### config.mk
export PLATFORM = sky130hd
export DESIGN_NAME = tilt_switch_step_counter
export DESIGN_NICKNAME = d
export VERILOG_FILES = /design/src/design/tss_pkg.sv /design/src/design/tilt_switch_step_counter.sv /design/src/design/tss_core.sv
export SDC_FILE = /design/constraint.sdc
export NUM_CORES = 1
export LEC_CHECK = 0
export BUFFER_PORTS_ARGS = -buffer_cell sky130_fd_sc_hd__buf_2
export CAP_MARGIN = 0
export CORE_ASPECT_RATIO = 0.8
export CORE_MARGIN = 2
export CORE_UTILIZATION = 40
export DETAILED_ROUTE_END_ITERATION = 16
export MAX_ROUTING_LAYER = met4
export PLACE_DENSITY = 0.55
export SLEW_MARGIN = 20
export SYNTH_ARGS = -nofsm -noshare
export SYNTH_HDL_FRONTEND = slang
export SYNTH_SLANG_ARGS = --single-unit
### constraint.sdc
create_clock -name clock -period 12.65 [get_ports clock]
set_input_delay 0 -clock clock [delete_from_list [all_inputs] [get_ports clock]]
set_output_delay 0 -clock clock [all_outputs]
set_load 0.005 [all_outputs]
### src/design/tss_pkg.sv
// ----------------------------------------------------------------------------
// tss_pkg
// Shared types and constants for the tilt switch step counter.
// ----------------------------------------------------------------------------
`default_nettype none

package tss_pkg;

   localparam int TIME_W  = 32;
   localparam int COUNT_W = 32;
   localparam int CFG_W   = 16;

   // Bus widths; the data buses are padded to whole bytes
   localparam int REQ_DATA_W = 40;
   localparam int RSP_DATA_W = 40;
   localparam int REQ_USER_W = 2;

   // Configuration register indexes
   localparam int CSR_INDEX_W = 1;
   localparam logic [CSR_INDEX_W-1:0] CSR_DEBOUNCE = 1'b0;
   localparam logic [CSR_INDEX_W-1:0] CSR_MIN_GAP  = 1'b1;

   localparam logic [CFG_W-1:0] DEBOUNCE_RESET = 16'd30;
   localparam logic [CFG_W-1:0] MIN_GAP_RESET  = 16'd250;

   typedef enum logic [1:0] {
      REQ_POLL  = 2'd0,
      REQ_CLEAR = 2'd1,
      REQ_TAKE  = 2'd2,
      REQ_ARM   = 2'd3
   } req_kind_type;

   typedef struct packed {
      req_kind_type       req_type;
      logic [TIME_W-1:0]  now_ms;
      logic               switch_closed;
   } item_type;

   typedef struct packed {
      logic [COUNT_W-1:0] step_count;
      logic               report_valid;
      logic               settled_level;
      logic               dirty_flag;
   } result_type;

endpackage

`default_nettype wire

### src/design/tilt_switch_step_counter.sv
// ----------------------------------------------------------------------------
// tilt_switch_step_counter
// Debounced tilt switch step counter with minimum step gap.
// ----------------------------------------------------------------------------
// Takes one request per clock while req_tready is high and returns exactly one
// result per request, in order. A request goes into an input register; when the
// result register is free or draining, the held request updates the counter state
// and loads the result register, which raises rsp_tvalid. The sustained rate is
// one item per cycle while rsp_tready stays high. The rate is set by the state
// update, since each request depends on the state the previous one left. Write
// the debounce and step gap registers only while no request is in flight.
`default_nettype none

module tilt_switch_step_counter (
   input  wire logic                              clock,
   input  wire logic                              reset,
   // request stream
   input  wire logic                              req_tvalid,
   output logic                                   req_tready,
   input  wire logic [tss_pkg::REQ_DATA_W-1:0]    req_tdata,  // now_ms, switch_closed
   input  wire logic [tss_pkg::REQ_USER_W-1:0]    req_tuser,  // req_type
   // result stream
   output logic                                   rsp_tvalid,
   input  wire logic                              rsp_tready,
   // step_count, report_valid, settled_level, dirty_flag
   output logic [tss_pkg::RSP_DATA_W-1:0]         rsp_tdata,
   // configuration writes
   input  wire logic                              csr_we,
   input  wire logic [tss_pkg::CSR_INDEX_W-1:0]   csr_index,
   input  wire logic [tss_pkg::CFG_W-1:0]         csr_wdata
);

   logic                          in_valid_ff;
   tss_pkg::item_type             in_item_ff, in_item_in;
   logic                          out_valid_ff;
   tss_pkg::result_type           out_result_ff;
   tss_pkg::result_type           core_result;
   logic [tss_pkg::CFG_W-1:0]     debounce_ff;
   logic [tss_pkg::CFG_W-1:0]     min_gap_ff;
   logic                          advance;
   logic                          req_xfer;

   // advance the held item whenever the result slot is free or draining
   assign advance    = in_valid_ff && (!out_valid_ff || rsp_tready);
   assign req_tready = !in_valid_ff || advance;
   assign req_xfer   = req_tvalid && req_tready;

   always_comb begin
      in_item_in.req_type      = tss_pkg::req_kind_type'(req_tuser);
      in_item_in.now_ms        = req_tdata[tss_pkg::TIME_W-1:0];
      in_item_in.switch_closed = req_tdata[tss_pkg::TIME_W];
   end

   always_ff @(posedge clock) begin
      if (reset) begin
         debounce_ff <= tss_pkg::DEBOUNCE_RESET;
         min_gap_ff  <= tss_pkg::MIN_GAP_RESET;
      end else if (csr_we) begin
         case (csr_index)
            tss_pkg::CSR_DEBOUNCE: debounce_ff <= csr_wdata;
            tss_pkg::CSR_MIN_GAP:  min_gap_ff  <= csr_wdata;
            default:               debounce_ff <= debounce_ff;
         endcase
      end
   end

   always_ff @(posedge clock) begin
      if (reset) begin
         in_valid_ff <= 1'b0;
      end else if (req_tready) begin
         in_valid_ff <= req_tvalid;
      end
   end

   always_ff @(posedge clock) begin
      if (req_xfer) begin
         in_item_ff <= in_item_in;
      end
   end

   tss_core u_core (
      .clock           (clock),
      .reset           (reset),
      .step_en         (advance),
      .item            (in_item_ff),
      .debounce_ms     (debounce_ff),
      .min_step_gap_ms (min_gap_ff),
      .result          (core_result)
   );

   always_ff @(posedge clock) begin
      if (reset) begin
         out_valid_ff <= 1'b0;
      end else if (advance) begin
         out_valid_ff <= 1'b1;
      end else if (rsp_tready) begin
         out_valid_ff <= 1'b0;
      end
   end

   always_ff @(posedge clock) begin
      if (advance) begin
         out_result_ff <= core_result;
      end
   end

   assign rsp_tvalid = out_valid_ff;
   assign rsp_tdata  = {5'd0,
                        out_result_ff.dirty_flag,
                        out_result_ff.settled_level,
                        out_result_ff.report_valid,
                        out_result_ff.step_count};

endmodule

`default_nettype wire

### src/design/tss_core.sv
// ----------------------------------------------------------------------------
// tss_core
// Debounce, step gap check and step count state; updates once per item.
// ----------------------------------------------------------------------------
`default_nettype none

module tss_core (
   input  wire logic                      clock,
   input  wire logic                      reset,
   input  wire logic                      step_en,
   input  wire tss_pkg::item_type         item,
   input  wire logic [tss_pkg::CFG_W-1:0] debounce_ms,
   input  wire logic [tss_pkg::CFG_W-1:0] min_step_gap_ms,
   output tss_pkg::result_type            result
);

   logic                          raw_ff, raw_in;
   logic                          stable_ff, stable_in;
   logic [tss_pkg::TIME_W-1:0]    edge_ff, edge_in;
   logic [tss_pkg::TIME_W-1:0]    last_ff, last_in;
   logic                          has_ff, has_in;
   logic [tss_pkg::COUNT_W-1:0]   count_ff, count_in;
   logic                          dirty_ff, dirty_in;
   logic                          report;
   logic [tss_pkg::TIME_W-1:0]    hold_time;
   logic [tss_pkg::TIME_W-1:0]    gap_time;

   always_comb begin
      raw_in    = raw_ff;
      stable_in = stable_ff;
      edge_in   = edge_ff;
      last_in   = last_ff;
      has_in    = has_ff;
      count_in  = count_ff;
      dirty_in  = dirty_ff;
      report    = 1'b0;
      hold_time = '0;
      gap_time  = item.now_ms - last_ff;
      case (item.req_type)
         tss_pkg::REQ_POLL: begin
            // a level change restarts the settle timer
            if (item.switch_closed != raw_ff) begin
               raw_in  = item.switch_closed;
               edge_in = item.now_ms;
            end
            hold_time = item.now_ms - edge_in;
            if (hold_time >= {16'd0, debounce_ms} && item.switch_closed != stable_ff) begin
               stable_in = item.switch_closed;
               if (!has_ff || gap_time >= {16'd0, min_step_gap_ms}) begin
                  last_in  = item.now_ms;
                  has_in   = 1'b1;
                  count_in = count_ff + 1'b1;
                  dirty_in = 1'b1;
               end
            end
         end
         tss_pkg::REQ_CLEAR: begin
            count_in = '0;
            dirty_in = 1'b1;
         end
         tss_pkg::REQ_TAKE: begin
            report   = dirty_ff;
            dirty_in = 1'b0;
         end
         tss_pkg::REQ_ARM: begin
            raw_in    = item.switch_closed;
            stable_in = item.switch_closed;
            edge_in   = item.now_ms;
            last_in   = '0;
            has_in    = 1'b0;
            count_in  = '0;
            dirty_in  = 1'b0;
         end
         default: begin
            report = 1'b0;
         end
      endcase
   end

   always_comb begin
      result.step_count    = count_in;
      result.report_valid  = report;
      result.settled_level = stable_in;
      result.dirty_flag    = dirty_in;
   end

   always_ff @(posedge clock) begin
      if (reset) begin
         raw_ff    <= 1'b0;
         stable_ff <= 1'b0;
         edge_ff   <= '0;
         last_ff   <= '0;
         has_ff    <= 1'b0;
         count_ff  <= '0;
         dirty_ff  <= 1'b0;
      end else if (step_en) begin
         raw_ff    <= raw_in;
         stable_ff <= stable_in;
         edge_ff   <= edge_in;
         last_ff   <= last_in;
         has_ff    <= has_in;
         count_ff  <= count_in;
         dirty_ff  <= dirty_in;
      end
   end

   a_reset_clears: assert property (@(posedge clock)
      reset |=> (count_ff == '0 && !dirty_ff && !has_ff))
      else $error("state not cleared by reset");

   a_arm_clears: assert property (@(posedge clock) disable iff (reset)
      (step_en && item.req_type == tss_pkg::REQ_ARM) |=>
         (count_ff == '0 && !dirty_ff && !has_ff && stable_ff == raw_ff))
      else $error("arm did not restart state");

   a_poll_counts_by_one: assert property (@(posedge clock) disable iff (reset)
      (step_en && item.req_type == tss_pkg::REQ_POLL) |=>
         (count_ff == $past(count_ff) ||
          count_ff == tss_pkg::COUNT_W'($past(count_ff) + 1'b1)))
      else $error("poll moved count by more than one");

   a_step_marks: assert property (@(posedge clock) disable iff (reset)
      (step_en && item.req_type == tss_pkg::REQ_POLL && count_in != count_ff) |=>
         (dirty_ff && has_ff && last_ff == $past(item.now_ms)))
      else $error("counted step did not update marks");

   a_take_clears_dirty: assert property (@(posedge clock) disable iff (reset)
      (step_en && item.req_type == tss_pkg::REQ_TAKE) |=> (!dirty_ff && $stable(count_ff)))
      else $error("take did not clear dirty mark");

   a_level_held: assert property (@(posedge clock) disable iff (reset)
      (step_en && (item.req_type == tss_pkg::REQ_CLEAR ||
                   item.req_type == tss_pkg::REQ_TAKE)) |=> $stable(stable_ff))
      else $error("settled level moved outside poll or arm");

endmodule

`default_nettype wire
==> results of run 1 <==
[Yosys cell counts (17+ instances only)]
| master | n | area [um2] |
|---|---|---|
| o21a_1 | 17 | 128 |
| xnor2_1 | 34 | 298 |
| nor2_1 | 92 | 345 |
| o21ai_0 | 80 | 400 |
| or3_1 | 29 | 181 |
| mux2i_1 | 31 | 310 |
| nand4_1 | 30 | 188 |
| inv_1 | 103 | 387 |
| a21oi_1 | 189 | 946 |
| nand2_1 | 226 | 848 |
| xor2_1 | 17 | 149 |
| ha_1 | 91 | 1140 |
| edfxtp_1 | 70 | 2100 |
| o211ai_1 | 26 | 195 |
| and3_1 | 23 | 144 |
| nand4b_1 | 27 | 236 |
| a21o_1 | 20 | 150 |
| or4_1 | 23 | 173 |
| nand3_1 | 42 | 210 |
| dfxtp_1 | 134 | 2680 |
| clkbuf_1 | 70 | 263 |
| nor3_1 | 30 | 150 |
| o21ai_1 | 24 | 120 |
| nand2b_1 | 25 | 156 |
[worst paths after layout]
check | startpoint | slack [ps] | cells past startpoint | to
worst min-delay path | csr_we | 80 | 5 | debounce_ff[0]
worst min register to register | u_core.edge_ff[27] | 450 | 2 | u_core.edge_ff[27]
worst max register to register | in_item_ff[0] | 4660 | 24 | rsp_tdata[6]
worst max-delay path | in_item_ff[0] | 4660 | 24 | rsp_tdata[6]
[kinds of logic after synthesis]
logic type	after synthesis
adder cells (fa/ha/maj)	96
XOR/XNOR	53
multiplexers	31
buffers and inverters	205
AND/OR/NAND/NOR	608
other	1
AO/OA/AOI/OAI	496
flip-flops	204
[routing by layer]
layer	GRT usage (%)	routed length, um	vias up
met2	30.8	16500	347
met3	4.17	2700	57
li1	-	-	6371
met1	35.8	21500	6162
met4	6.08	1000	0
met5	-	0	-
[sequential cells by signal (all words and copies together), names as in the netlist]
| register | flops |
|---|---|
| in_item_ff | 35 |
| rsp_tdata | 35 |
| u_core.count_ff | 32 |
| u_core.edge_ff | 32 |
| u_core.last_ff | 32 |
| debounce_ff | 16 |
| min_gap_ff | 16 |
| in_valid_ff | 1 |
| rsp_tvalid | 1 |
| u_core.dirty_ff | 1 |
| u_core.has_ff | 1 |
| u_core.raw_ff | 1 |
| u_core.stable_ff | 1 |
[worst max-delay path: stages, from the launching register on]
cell and delay [ps]:
edfxtp_1 620, xnor2_2 790, o21ai_0 200, ha_1 240, inv_1 100, ha_1 150, a21oi_1 70, o22ai_2 360
a21bo_2 270, and3_1 160, a221oi_1 250, ha_1 320, a21oi_1 150, a21boi_0 100, o41ai_1 830, o2111a_1 320
nand4_1 110, or4b_1 500, a2111o_1 400, nor4_1 660, buf_4 280, or3_1 110, buf_4 390, o311ai_0 270
o41ai_1 110
[area by class of cell]
| type | instances | area [um2] | share of cell area (%) |
|---|---|---|---|
| multi-input cells | 1289 | 8290 | 51.8 |
| flip-flops and latches | 204 | 4780 | 29.9 |
| repair buffers | 169 | 1190 | 7.41 |
| clock buffers | 30 | 654 | 4.09 |
| well taps | 472 | 591 | 3.69 |
| inverters | 103 | 387 | 2.41 |
| clock inverters | 16 | 119 | 0.742 |
| diodes | 1 | 2.50 | 0.0156 |
[report_power, final]
group | switching, mW | leakage, nW | internal, mW
clock network | 0.301 | 0.382 | 0.390
registers | 0.0244 | 1.76 | 0.704
logic | 0.250 | 3.76 | 0.159
total | 0.575 | 5.90 | 1.25
==> impl_metrics.ini, run 1 <==
[critical_path]
start_kind = flop
cp_max_fo = 45
endpoint_kind = flop
arrival_ps = 8340
critPathKind = reg -> reg
required_ps = 13000

[die]
dieArea_um2 = 36200
die_y_um = 171
die_w_um = 212
ioPinCount = 106
core_um2 = 34500
fp-row-count = 61
start_util_pct = 40.3

[layout]
layout_commonest_cell = nand2_1
fill_cells = 3477
final_cells = 2284
nets = 1948
layout_common_cells = nand2_1 (226), a21oi_1 (189), dfxtp_1 (134)
final_cell_area_um2 = 16000
drive_gt1_share_pct = 10.4
finalCoreUtilization_pct = 46.4
synthToLayoutAreaGrowth_pct = 15.3

[clock_tree]
clock_sinks = 204
clock_latency_ps = 550
clockBufferDepth = 3
post_cts_resized = 0
cts_tree = built
clk_pin_slew_ps = 60
clock-root-buffer = clkbuf_16
numCtsBuffers = 25
ctsHoldBuffers = 59
cts_setup_buffers = 0
htreeDepth = 1

[placement]
hpwl_um = 30300
gp_congestion = 0.911
dp_cells = 2178
post_dp_cell_area_um2 = 14600
dp_worst_setup_slack_ps = 4810
io_buffers = 93

[outcome]
status = finished, final reports clean

[synth]
synth_xor_area_share_pct = 3.45
avgSynthCellArea_um2 = 8.20
yosys.area_share.simple_pct = 22.1
synth_compound_area_share_pct = 22.8
synth_edf_count = 70
synth_area_um2 = 13900
yosysSeqAreaShare_pct = 34.4
async_reset_ff_share_pct = 0
synth_top_family_by_area = compound AO/OA/AOI/OAI gates
yosys_warnings = 0
synth_cell_types = 88
ys_ff_latch = 204
synthAdderAreaFrac_pct = 8.63
muxShareOfSynthArea_pct = 2.23
synth_cells = 1694
ys.flop_type = dfxtp_1

[grt]
grt_max_degree = 73
grt.total_usage_pct = 23.4
grt_pass1_vias = 11639
grt-ovfl-total = 0
grt_pass1_wl_um = 65400
antenna_found_initial = 1

[timing]
worst_pin_slew_ps = 967
layout_min_cycle_time_ps = 7990
hold_violations = 0
setup-tns-final_ps = 0
relSlewSlack_pct = 35.4
fin_crit_sh_pct = 63.2
fmax_mhz = 125
grt_setup_unrepaired = false
final-setup-viol-count = 0
clock_skew_ps = 14.6
fin_ws_ps = 4660
whs_ps = 81.2
drv_slew = 0

[min_path]
min_path_type = in -> reg

[route]
via_per_inst = 5.66
drt-total-wl_um = 41700
drt_pass1_iterations = 5
vias = 12937
drtAntennaViolNets = 0
drcViolationCount = 0
wl_per_cell_um = 18.3
first_iter_violations = 1083

[power_and_ir_drop]
max-vdd-ir-drop_mv = 0.0872
power.density_nw_per_um2 = 114
p_leak_nw = 5.90
total_power_mw = 1.83

[run]
maxCapViolations = 0
(Power assumes the default switching activity.)
==> run 2, diff against run 1 <==
clock period = 7.77 ns   (was 12.65 ns; I/O delays follow)
==> run 2 against run 1 <==
Effect of this change: count of clock-buffer cells in the layout increased by 8; non-clock buffer count grew 11; largest cell class unchanged; via count grew 0.36%; die area stayed put; final cell count up 0.44%; maximum frequency is 11% higher; core utilization increased by 0.35 points; clock skew rose by 2.8 ps; total power is 64% higher; setup slack worse by 4100 ps; final area increased by 0.76%.
==> impl_metrics.ini, run 2 (synthesized netlist as in run 1, its figures left out) <==
[route]
first_iter_violations = 992
drt_pass1_iterations = 5
vias = 12984
via_per_inst = 5.66
drtAntennaViolNets = 0
drt-total-wl_um = 42000
drcViolationCount = 0
wl_per_cell_um = 18.3

[timing]
hold_violations = 0
drv_slew = 0
relSlewSlack_pct = 26.4
layout_min_cycle_time_ps = 7230
grt_setup_unrepaired = false
fin_ws_ps = 543
whs_ps = 69.2
worst_pin_slew_ps = 1100
final-setup-viol-count = 0
setup-tns-final_ps = 0
fmax_mhz = 138
fin_crit_sh_pct = 93.0
clock_skew_ps = 17.4

[grt]
grt_pass1_wl_um = 65300
grt-ovfl-total = 0
grt_max_degree = 95
grt_pass1_vias = 11767
antenna_found_initial = 2
grt.total_usage_pct = 23.4

[critical_path]
cp_max_fo = 45
required_ps = 8100
max_stage_delay_ps = 670
endpoint_kind = flop
arrival_ps = 7560
start_kind = flop
crit_slowest_cell = xnor2_2
critPathKind = reg -> reg

[die]
start_util_pct = 40.3
die_w_um = 212
ioPinCount = 106
dieArea_um2 = 36200
core_um2 = 34500
fp-row-count = 61
die_y_um = 171

[placement]
hpwl_um = 30900
gp_congestion = 0.913
io_buffers = 93
dp_cells = 2185
post_dp_cell_area_um2 = 14700
dp_worst_setup_slack_ps = 680

[clock_tree]
clk_pin_slew_ps = 60
ctsHoldBuffers = 63
clock_latency_ps = 550
clock-root-buffer = clkbuf_16
clock_sinks = 204
cts_tree = built
post_cts_resized = 0
cts_setup_buffers = 0
htreeDepth = 1
clockBufferDepth = 3
numCtsBuffers = 24

[layout]
final_cells = 2294
layout_common_cells = nand2_1 (226), a21oi_1 (189), dfxtp_1 (134)
fill_cells = 3442
final_cell_area_um2 = 16100
nets = 1958
drive_gt1_share_pct = 10.3
synthToLayoutAreaGrowth_pct = 16.2
layout_commonest_cell = nand2_1

[run]
maxCapViolations = 0

[min_path]
min_path_type = in -> reg

[outcome]
status = finished, final reports clean

[power_and_ir_drop]
power.density_nw_per_um2 = 186
max-vdd-ir-drop_mv = 0.168
p_leak_nw = 5.95
[run 2: cell types whose count changed in the layout (fill, tap and decap cells not counted), moves of 2 or more]
cell,delta
buf_12,+2
buf_4,+5
clkbuf_1,+7
clkinv_1,-2
clkinv_2,-6
dlygate4sd3_1,+4
[run 2: worst paths after layout]
check | startpoint | end | slack, ps | cells past startpoint
setup / recovery | in_item_ff[0] | rsp_tdata[6] | 540 | 27
setup reg to reg | in_item_ff[0] | rsp_tdata[6] | 540 | 27
hold / removal | csr_we | debounce_ff[11] | 70 | 4
hold reg to reg | u_core.edge_ff[18] | u_core.edge_ff[18] | 460 | 2
[run 2: report_power, final]
group          switching, mW  internal (mW)  total [mW]
Combinational          0.410          0.264       0.673
Sequential            0.0379           1.15        1.18
Clock                  0.468          0.678        1.15
Total                  0.916           2.09        3.00
[run 2: cell type report]
class | instances | area [um2] | area share, %
flip-flops and latches | 204 | 4780 | 29.6
clock buffers | 38 | 694 | 4.30
diodes | 2 | 5.00 | 0.0310
clock inverters | 6 | 86.3 | 0.535
repair buffers | 180 | 1300 | 8.08
inverters | 103 | 387 | 2.40
well taps | 472 | 591 | 3.66
multi-input cells | 1289 | 8290 | 51.4
[run 2: metal layers]
| layer | global-route usage, % | wire length (um) |
|---|---|---|
| met5 | - | 0 |
| met4 | 5.38 | 921 |
| met3 | 3.63 | 2460 |
| met2 | 31.5 | 16600 |
| met1 | 36.1 | 22000 |
[run 2: critical path, delay by kind of cell (launching register included)]
family | cells | cell delay, ps
AOI/OAI and AO/OA | 11 | 2370
and+or+nand+nor | 7 | 2040
xor gates and xnor gates | 2 | 820
buffers and inverters | 4 | 760
adders and majority gates | 3 | 620
DFF | 1 | 370
[run 2: metrics by stage]
step,util (%),power (mW)
6_report,46.8,3.00
5_1_grt,46.8,3.15
4_1_cts,46.7,3.02
3_5_place_dp,42.6,1.84
3_3_place_gp,42.6,1.84
2_1_floorplan,-,1.66
